$ cat src/hdl/ptw_pkg.sv
// Shared types, codes and helpers for the four-level page table walker.
`timescale 1ns / 1ps

package ptw_pkg;

    // Field widths.
    localparam int VA_W       = 48;
    localparam int PA_W       = 52;
    localparam int ENTRY_W    = 64;
    localparam int IDX_W      = 9;
    localparam int PAGE_OFS_W = 12;

    // Default physical address width.
    localparam int PHYS_BITS_DEF = 52;

    // Packed stream widths, rounded up to whole bytes.
    localparam int S_DATA_W = 168;
    localparam int M_DATA_W = 112;

    // Table entry bit positions.
    localparam int ENTRY_PRESENT_BIT = 0;
    localparam int ENTRY_PS_BIT      = 7;

    // Request selector on the input side.
    typedef enum logic {
        FUNC_START    = 1'b0,
        FUNC_RESPONSE = 1'b1
    } func_t;

    // Kind of result on the output side.
    typedef enum logic {
        KIND_READ   = 1'b0,
        KIND_FINISH = 1'b1
    } kind_t;

    // Translation status codes.
    typedef enum logic [1:0] {
        STATUS_OK          = 2'd0,
        STATUS_NOT_PRESENT = 2'd1,
        STATUS_FAULT       = 2'd2,
        STATUS_RSVD        = 2'd3
    } status_t;

    // Page size codes.
    typedef enum logic [1:0] {
        SIZE_4K   = 2'd0,
        SIZE_2M   = 2'd1,
        SIZE_1G   = 2'd2,
        SIZE_RSVD = 2'd3
    } size_t;

    // Table levels of the walk.
    typedef enum logic [1:0] {
        LVL_PML4 = 2'd0,
        LVL_PDP  = 2'd1,
        LVL_PD   = 2'd2,
        LVL_PT   = 2'd3
    } level_t;

    // One result item.
    typedef struct packed {
        kind_t             kind;
        logic [PA_W-1:0]   read_address;
        status_t           status;
        logic [PA_W-1:0]   phys_base;
        size_t             page_size_code;
    } result_t;

    // Nine-bit table index of a virtual address for one level.
    function automatic logic [IDX_W-1:0] level_index(input logic [VA_W-1:0] va,
                                                     input level_t lvl);
        logic [IDX_W-1:0] idx;
        unique case (lvl)
            LVL_PML4: idx = va[47:39];
            LVL_PDP:  idx = va[38:30];
            LVL_PD:   idx = va[29:21];
            LVL_PT:   idx = va[20:12];
        endcase
        return idx;
    endfunction

endpackage

$ cat src/hdl/four_level_page_table_walker_top.sv
// Top level of the four-level page table walker: walk control and result buffer.
`timescale 1ns / 1ps

// The walker takes one request per cycle while s_axis_tready is high and answers
// each with at most one result, registered when the request is accepted. A start
// request (tuser 0) resets the walk and yields the read request for the PML4 entry;
// each response (tuser 1) yields either the read request for the next level or
// the finished translation. A response that arrives while no walk is active is
// dropped without a result, and a start during a walk abandons that walk. The
// result side has a two-entry buffer, so s_axis_tready stays high unless two
// results are waiting; with m_axis_tready high the block sustains one request
// per cycle. Table entries are read by the user: the block only issues the
// address and consumes the returned entry.
module four_level_page_table_walker_top #(
    parameter int PHYS_BITS = ptw_pkg::PHYS_BITS_DEF
) (
    input  logic                         aclk,
    input  logic                         aresetn,

    input  logic                         s_axis_tvalid,
    output logic                         s_axis_tready,
    // [47:0] virt_addr, [99:48] root_table, [163:100] entry_data,
    // [164] read_error, [167:165] zero
    input  logic [ptw_pkg::S_DATA_W-1:0] s_axis_tdata,
    // [0] func
    input  logic                         s_axis_tuser,

    output logic                         m_axis_tvalid,
    input  logic                         m_axis_tready,
    // [51:0] read_address, [53:52] status, [105:54] phys_base,
    // [107:106] page_size_code, [111:108] zero
    output logic [ptw_pkg::M_DATA_W-1:0] m_axis_tdata,
    // [0] kind
    output logic                         m_axis_tuser
);

    localparam int PA_W    = ptw_pkg::PA_W;
    localparam int VA_W    = ptw_pkg::VA_W;
    localparam int ENTRY_W = ptw_pkg::ENTRY_W;
    localparam int OFS_W   = ptw_pkg::PAGE_OFS_W;
    localparam int IDX_W   = ptw_pkg::IDX_W;

    // Keeps the implemented physical address bits above the page offset.
    localparam logic [PA_W-1:0] PA_MASK =
        ((PA_W'(1) << PHYS_BITS) - PA_W'(1)) & ~((PA_W'(1) << OFS_W) - PA_W'(1));

    // Unpacked request fields.
    ptw_pkg::func_t      in_func;
    logic [VA_W-1:0]     in_virt_addr;
    logic [PA_W-1:0]     in_root_table;
    logic [ENTRY_W-1:0]  in_entry_data;
    logic                in_read_error;

    assign in_func       = ptw_pkg::func_t'(s_axis_tuser);
    assign in_virt_addr  = s_axis_tdata[47:0];
    assign in_root_table = s_axis_tdata[99:48];
    assign in_entry_data = s_axis_tdata[163:100];
    assign in_read_error = s_axis_tdata[164];

    // Walk state.
    logic                walk_busy_reg,   walk_busy_next;
    ptw_pkg::level_t     walk_level_reg,  walk_level_next;
    logic [VA_W-1:0]     saved_vaddr_reg, saved_vaddr_next;

    // Result buffer: head entry drives the port, skid entry catches overflow.
    logic                out_valid_reg;
    ptw_pkg::result_t    out_data_reg;
    logic                skid_valid_reg;
    ptw_pkg::result_t    skid_data_reg;

    logic                accept;
    logic                pop;
    logic                push;
    logic                has_result;
    ptw_pkg::result_t    result;

    logic [PA_W-1:0]     entry_base;
    logic [PA_W-1:0]     root_base;
    logic [IDX_W-1:0]    start_idx;
    logic [IDX_W-1:0]    next_idx;
    ptw_pkg::level_t     next_level;
    logic                go_down;

    assign s_axis_tready = ~skid_valid_reg;
    assign accept        = s_axis_tvalid & s_axis_tready;
    assign pop           = out_valid_reg & m_axis_tready;
    assign push          = accept & has_result;

    // Table bases and indexes for the next read.
    assign root_base  = in_root_table & PA_MASK;
    assign entry_base = in_entry_data[PA_W-1:0] & PA_MASK;
    assign next_level = ptw_pkg::level_t'(walk_level_reg + 2'd1);
    assign start_idx  = ptw_pkg::level_index(in_virt_addr, ptw_pkg::LVL_PML4);
    assign next_idx   = ptw_pkg::level_index(saved_vaddr_reg, next_level);

    // One step of the walk for the current request.
    always_comb begin
        walk_busy_next   = walk_busy_reg;
        walk_level_next  = walk_level_reg;
        saved_vaddr_next = saved_vaddr_reg;
        has_result       = 1'b0;
        go_down          = 1'b0;
        result           = '0;

        if (in_func == ptw_pkg::FUNC_START) begin
            // New walk: read the PML4 entry.
            saved_vaddr_next    = in_virt_addr;
            walk_busy_next      = 1'b1;
            walk_level_next     = ptw_pkg::LVL_PML4;
            has_result          = 1'b1;
            result.kind         = ptw_pkg::KIND_READ;
            result.read_address = {root_base[PA_W-1:OFS_W], start_idx, 3'b000};
        end else if (walk_busy_reg) begin
            has_result = 1'b1;
            priority if (in_read_error) begin
                result.kind   = ptw_pkg::KIND_FINISH;
                result.status = ptw_pkg::STATUS_FAULT;
            end else if (!in_entry_data[ptw_pkg::ENTRY_PRESENT_BIT]) begin
                result.kind   = ptw_pkg::KIND_FINISH;
                result.status = ptw_pkg::STATUS_NOT_PRESENT;
            end else begin
                // Leaf or next table, by level and page size bit.
                unique case (walk_level_reg)
                    ptw_pkg::LVL_PML4: begin
                        go_down = 1'b1;
                    end
                    ptw_pkg::LVL_PDP: begin
                        if (in_entry_data[ptw_pkg::ENTRY_PS_BIT]) begin
                            result.kind           = ptw_pkg::KIND_FINISH;
                            result.phys_base      = entry_base;
                            result.page_size_code = ptw_pkg::SIZE_1G;
                        end else begin
                            go_down = 1'b1;
                        end
                    end
                    ptw_pkg::LVL_PD: begin
                        if (in_entry_data[ptw_pkg::ENTRY_PS_BIT]) begin
                            result.kind           = ptw_pkg::KIND_FINISH;
                            result.phys_base      = entry_base;
                            result.page_size_code = ptw_pkg::SIZE_2M;
                        end else begin
                            go_down = 1'b1;
                        end
                    end
                    ptw_pkg::LVL_PT: begin
                        result.kind           = ptw_pkg::KIND_FINISH;
                        result.phys_base      = entry_base;
                        result.page_size_code = ptw_pkg::SIZE_4K;
                    end
                endcase
            end

            if (go_down) begin
                walk_level_next     = next_level;
                result.kind         = ptw_pkg::KIND_READ;
                result.read_address = {entry_base[PA_W-1:OFS_W], next_idx, 3'b000};
            end else begin
                walk_busy_next  = 1'b0;
                walk_level_next = ptw_pkg::LVL_PML4;
            end
        end
    end

    // Walk state registers.
    always_ff @(posedge aclk) begin
        if (!aresetn) begin
            walk_busy_reg   <= 1'b0;
            walk_level_reg  <= ptw_pkg::LVL_PML4;
            saved_vaddr_reg <= '0;
        end else if (accept) begin
            walk_busy_reg   <= walk_busy_next;
            walk_level_reg  <= walk_level_next;
            saved_vaddr_reg <= saved_vaddr_next;
        end
    end

    // Result buffer control.
    always_ff @(posedge aclk) begin
        if (!aresetn) begin
            out_valid_reg  <= 1'b0;
            skid_valid_reg <= 1'b0;
        end else if (skid_valid_reg) begin
            if (pop) begin
                out_valid_reg  <= 1'b1;
                skid_valid_reg <= 1'b0;
            end
        end else if (push) begin
            if (!out_valid_reg || pop) begin
                out_valid_reg <= 1'b1;
            end else begin
                skid_valid_reg <= 1'b1;
            end
        end else if (pop) begin
            out_valid_reg <= 1'b0;
        end
    end

    // Result buffer payload.
    always_ff @(posedge aclk) begin
        if (skid_valid_reg) begin
            if (pop) begin
                out_data_reg <= skid_data_reg;
            end
        end else if (push) begin
            if (!out_valid_reg || pop) begin
                out_data_reg <= result;
            end else begin
                skid_data_reg <= result;
            end
        end
    end

    // Output packing.
    assign m_axis_tvalid = out_valid_reg;
    assign m_axis_tuser  = out_data_reg.kind;
    assign m_axis_tdata  = {4'b0000,
                            out_data_reg.page_size_code,
                            out_data_reg.phys_base,
                            out_data_reg.status,
                            out_data_reg.read_address};

endmodule

$ cat config.mk
export PLATFORM = sky130hd
export DESIGN_NAME = four_level_page_table_walker_top
export DESIGN_NICKNAME = d
export VERILOG_FILES = /design/src/hdl/ptw_pkg.sv /design/src/hdl/four_level_page_table_walker_top.sv
export SDC_FILE = /design/constraint.sdc
export NUM_CORES = 1
export LEC_CHECK = 0
export ABC_AREA = 0
export BUFFER_PORTS_ARGS = -buffer_cell sky130_fd_sc_hd__buf_2
export CAP_MARGIN = 10
export CORE_MARGIN = 2
export CORE_UTILIZATION = 52
export DETAILED_ROUTE_END_ITERATION = 8
export PLACE_DENSITY = 0.8
export REMOVE_ABC_BUFFERS = 1
export SYNTH_ARGS = -nofsm -noshare
export SYNTH_HDL_FRONTEND = slang
export SYNTH_SLANG_ARGS = --single-unit
$ cat constraint.sdc
create_clock -name aclk -period 10 [get_ports aclk]
set_input_delay 1 -clock aclk [delete_from_list [all_inputs] [get_ports aclk]]
set_output_delay 1 -clock aclk [all_outputs]
set_load 0.01 [all_outputs]
==> Flow_metrics.wiki <==
{| class="wikitable"
! Metric !! Value
|-
| Detail-routed net length per standard cell || 18.0 um
|-
| Peak supply drop || 115 uV
|-
| Antenna-violating nets left || 0
|-
| Layout Utilization || a little over three fifths
|-
| Storage element area || 6470 sq um
|-
| Critical path data arrival time || 3.83 ns
|-
| Slowest cell delay on critical path || around 0.70 ns
|-
| Clock buffer count from CTS || 25
|-
| GP Congestion || about 0.77
|-
| Cell type contributing the most total cell area after synthesis || sky130_fd_sc_hd__edfxtp_1
|-
| Type of origin of the critical path || input port
|-
| Ranking of synthesized cells by area || sky130_fd_sc_hd__edfxtp_1 (55%), sky130_fd_sc_hd__dfxtp_1 (8.0%), sky130_fd_sc_hd__a22o_1 (6.9%), sky130_fd_sc_hd__a221o_1 (3.9%), sky130_fd_sc_hd__nor2b_1 (3.7%)
|-
| Transition time at the pin with the least slew margin || about 1.1 ns
|-
| Effective utilization at floorplan || a little over half
|-
| Yosys top cell area share || between 50% and 60%
|-
| Global-route track usage on met1 || 27.2%
|-
| Signed area change from the synthesized netlist to the final layout || 19.3%
|-
| Pin count of the biggest net entering global routing || 83
|-
| Yosys warning total || 0
|-
| DR vias || 7122
|-
| Result of the run || complete, no violations
|-
| Quantity of gates resized following cts || 0
|-
| Max FFs per register || 94
|-
| Number of antenna violations at the first check in global routing || 1
|-
| Floorplan row count || 51
|-
| Reg clk slew, reported paths || 0.06 ns
|-
| Most common cell on crit path || sky130_fd_sc_hd__buf_4
|-
| Total congestion overflow || 0
|-
| Core area || between 15000 and 20000 sq um
|-
| Share of cells above drive strength 1 || around 28%
|-
| Post-layout nets || ~1200
|-
| Post-cts hold buffer count || 0
|-
| Full die area || about 21000 sq um
|-
| Cell area after synthesis || 10200 sq um
|-
| Average cell area after synthesis || 12.9 sq um
|-
| Most frequent cell after synthesis || sky130_fd_sc_hd__edfxtp_1
|-
| Setup violators final || 0
|-
| I/O Buffers || ~220
|-
| Largest fanout of any net on the critical path || 82
|-
| Post-CTS setup-driven buffer insertion count || 0
|-
| Clock tree buffer depth || 3
|-
| Count of unique library cells instantiated by Yosys || 39
|-
| Number of DRC violations after detailed-routing iteration 0 || roughly 480
|-
| Count of max-cap constraint violations || 0
|-
| Number of flip-flops and latches in the synthesized netlist || 229
|-
| Required time of the critical path || roughly 10 ns
|-
| Setup CP Type || in2reg
|-
| DR DRC count || 0
|-
| Clock network latency to the later pin of the worst-skew pair || approximately 0.51 ns
|-
| Number of iterations in the first detailed-routing pass || 8
|-
| Via count of the first global-routing pass || just under 7000
|-
| Hold path startpoint || saved_vaddr_reg[44]$_SDFFE_PN0P_
|-
| Ordered cell list for the critical path || buf_2 > inv_2 > buf_4 > o21ai_0 > a22oi_2 > buf_4 > buf_4
|-
| DR vias/cell || between 5 and 6
|-
| Overall fraction of global-route tracks in use || 21.0%
|-
| Asr flop ratio synth || 0%
|-
| Filler Cells Inserted || around 1500
|-
| Post-synth EDFFs || ~190
|-
| Clock sinks || between 200 and 250
|-
| Final Skew || about 0.010 ns
|-
| Worst Hold Class || reg2reg
|-
| Drt total wl || between 20 and 25 mm
|-
| Slowest stage cell, crit path || sky130_fd_sc_hd__buf_4
|-
| TritonCTS clock tree || done
|-
| Final HPWL from detailed placement || roughly 14 mm
|-
| Clock tree root buffer cell || sky130_fd_sc_hd__clkbuf_16
|-
| Cell types with the highest counts after synthesis || sky130_fd_sc_hd__edfxtp_1 (188), sky130_fd_sc_hd__a22o_1 (81), sky130_fd_sc_hd__nand2_1 (78)
|-
| Top flip-flop cell by instance count after synthesis || sky130_fd_sc_hd__edfxtp_1
|-
| Floorplan die height || about 140 um
|-
| Critical R2R Launch || skid_valid_reg$_SDFF_PN0_
|-
| Most used routing layer in global routing || met2
|-
| Worst setup path startpoint || s_axis_tuser
|-
| Maximum operating frequency || around 0.27 GHz
|-
| First-pass GRT wire length || 34.6 mm
|-
| RSZ-0062 raised after global routing || false
|-
| Gate count of the mapped netlist || around 800
|-
| Met3 track demand over resource || between 5 and 6%
|-
| Top-level port count || 288
|-
| Final period demand of the worst path || roughly 3.7 ns
|-
| Tightest slew margin relative to the limit || about 29%
|-
| Lkg Pwr || slightly below 0.005 uW
|-
| Setup TNS || 0 ns
|-
| Final slew viol count || 0
|-
| Element type at the critical path end || flip-flop
|-
| Total power density per cell area || 174 nW/um^2
|-
| Met2 Use GR || a little over a third
|-
| Die width || 144 um
|-
| Sequential cell area fraction in the yosys report || roughly 63%
|-
| Area of combinational cells with multiple inputs || 3380 sq um
|-
| Endpoints failing hold || 0
|-
| Htree depth || 1
|-
| Final Cycle Share || a little under two fifths
|}
==> kinds of logic (layout without fill, tap and decap cells) <==
| group | Yosys count | count (layout) | share of synthesized area (%) |
|---|---|---|---|
| buffers and inverters | 101 | 292 | 4.66 |
| AO/OA/AOI/OAI | 212 | 212 | 17.9 |
| adder cells (fa/ha/maj) | 8 | 8 | 0.978 |
| flip-flops | 229 | 229 | 63.2 |
| AND/OR/NAND/NOR | 242 | 242 | 13.1 |
| other | 1 | 23 | 0.0366 |
| multiplexers | 2 | 2 | 0.220 |
==> layout make-up <==
type / instances / share of cell area, %
Antenna cell: 4 / 0.0820
Clock buffer: 28 / 5.21
Clock inverter: 18 / 1.19
Inverter: 17 / 0.522
Multi-Input combinational cell: 483 / 27.7
Sequential cell: 229 / 53.0
Tap cell: 265 / 2.71
Timing Repair Buffer: 229 / 9.59
==> placed cells by master (no fill, tap or decap), types with 2 or more instances in the layout <==
cell type	n
sky130_fd_sc_hd__buf_2	219
sky130_fd_sc_hd__edfxtp_1	188
sky130_fd_sc_hd__a22o_1	81
sky130_fd_sc_hd__nand2_1	78
sky130_fd_sc_hd__nor2b_1	61
sky130_fd_sc_hd__and3_1	43
sky130_fd_sc_hd__and2_1	41
sky130_fd_sc_hd__a221o_1	40
sky130_fd_sc_hd__dfxtp_1	40
sky130_fd_sc_hd__a21boi_0	37
sky130_fd_sc_hd__clkbuf_16	25
sky130_fd_sc_hd__conb_1	19
sky130_fd_sc_hd__inv_1	16
sky130_fd_sc_hd__a21oi_1	11
sky130_fd_sc_hd__nor3b_1	10
sky130_fd_sc_hd__buf_4	10
sky130_fd_sc_hd__a222oi_1	9
sky130_fd_sc_hd__o32ai_1	9
sky130_fd_sc_hd__o41ai_1	8
sky130_fd_sc_hd__ha_1	8
sky130_fd_sc_hd__o21ai_0	7
sky130_fd_sc_hd__clkinv_1	6
sky130_fd_sc_hd__clkinv_2	6
sky130_fd_sc_hd__diode_2	4
sky130_fd_sc_hd__clkbuf_1	3
sky130_fd_sc_hd__nand4_1	2
sky130_fd_sc_hd__mux2_2	2
sky130_fd_sc_hd__a32o_1	2
sky130_fd_sc_hd__bufinv_16	2
sky130_fd_sc_hd__clkinvlp_4	2
==> metrics by stage <==
step / hold slack, ns / setup slack [ns] / area [sq um] / power [uW] / instances
final: 0.463 / 6.31 / 12200 / 2130 / 1273
after global routing: 0.480 / 6.04 / 12200 / 2200 / 1269
after CTS: 0.466 / 6.29 / 12200 / 2150 / 1269
after detailed placement: 0.457 / 5.77 / 11400 / 1280 / 1223
after global placement: 0.451 / 5.80 / 11400 / 1280 / 1223
after floorplan: 0.443 / 0.0429 / 9890 / 1200 / 729
==> report_power, final <==
part	total [uW]	internal, uW	switching [uW]
Combinational	177	74.5	102
Sequential	1080	1070	13.9
Clock	868	510	358
Total	2130	1650	474
==> layer usage <==
layer  routed length [um]  vias to the layer above  share of wire (%)
li1                     -                     3393                  -
met3                 2190                       17                9.5
met5                    0                        -                  0
met4                  244                        0                1.1
met2                11100                      292                 49
met1                 9330                     3420                 41
==> worst max-delay path, delay by kind of cell <==
| family | cells | cell delay [ns] |
|---|---|---|
| buf+inv | 5 | 2.16 |
| compound gates | 2 | 0.62 |
==> path summary, 6_finish.rpt <==
kind	end	slack [ns]	cells after the start
worst max-delay path	m_axis_tdata[97]$_DFFE_PP_	6.31	7
worst min-delay path	saved_vaddr_reg[44]$_SDFFE_PN0P_	0.46	2
worst max register to register	m_axis_tdata[97]$_DFFE_PP_	6.99	5
worst min register to register	saved_vaddr_reg[44]$_SDFFE_PN0P_	0.46	2
(Power assumes the default switching activity.)
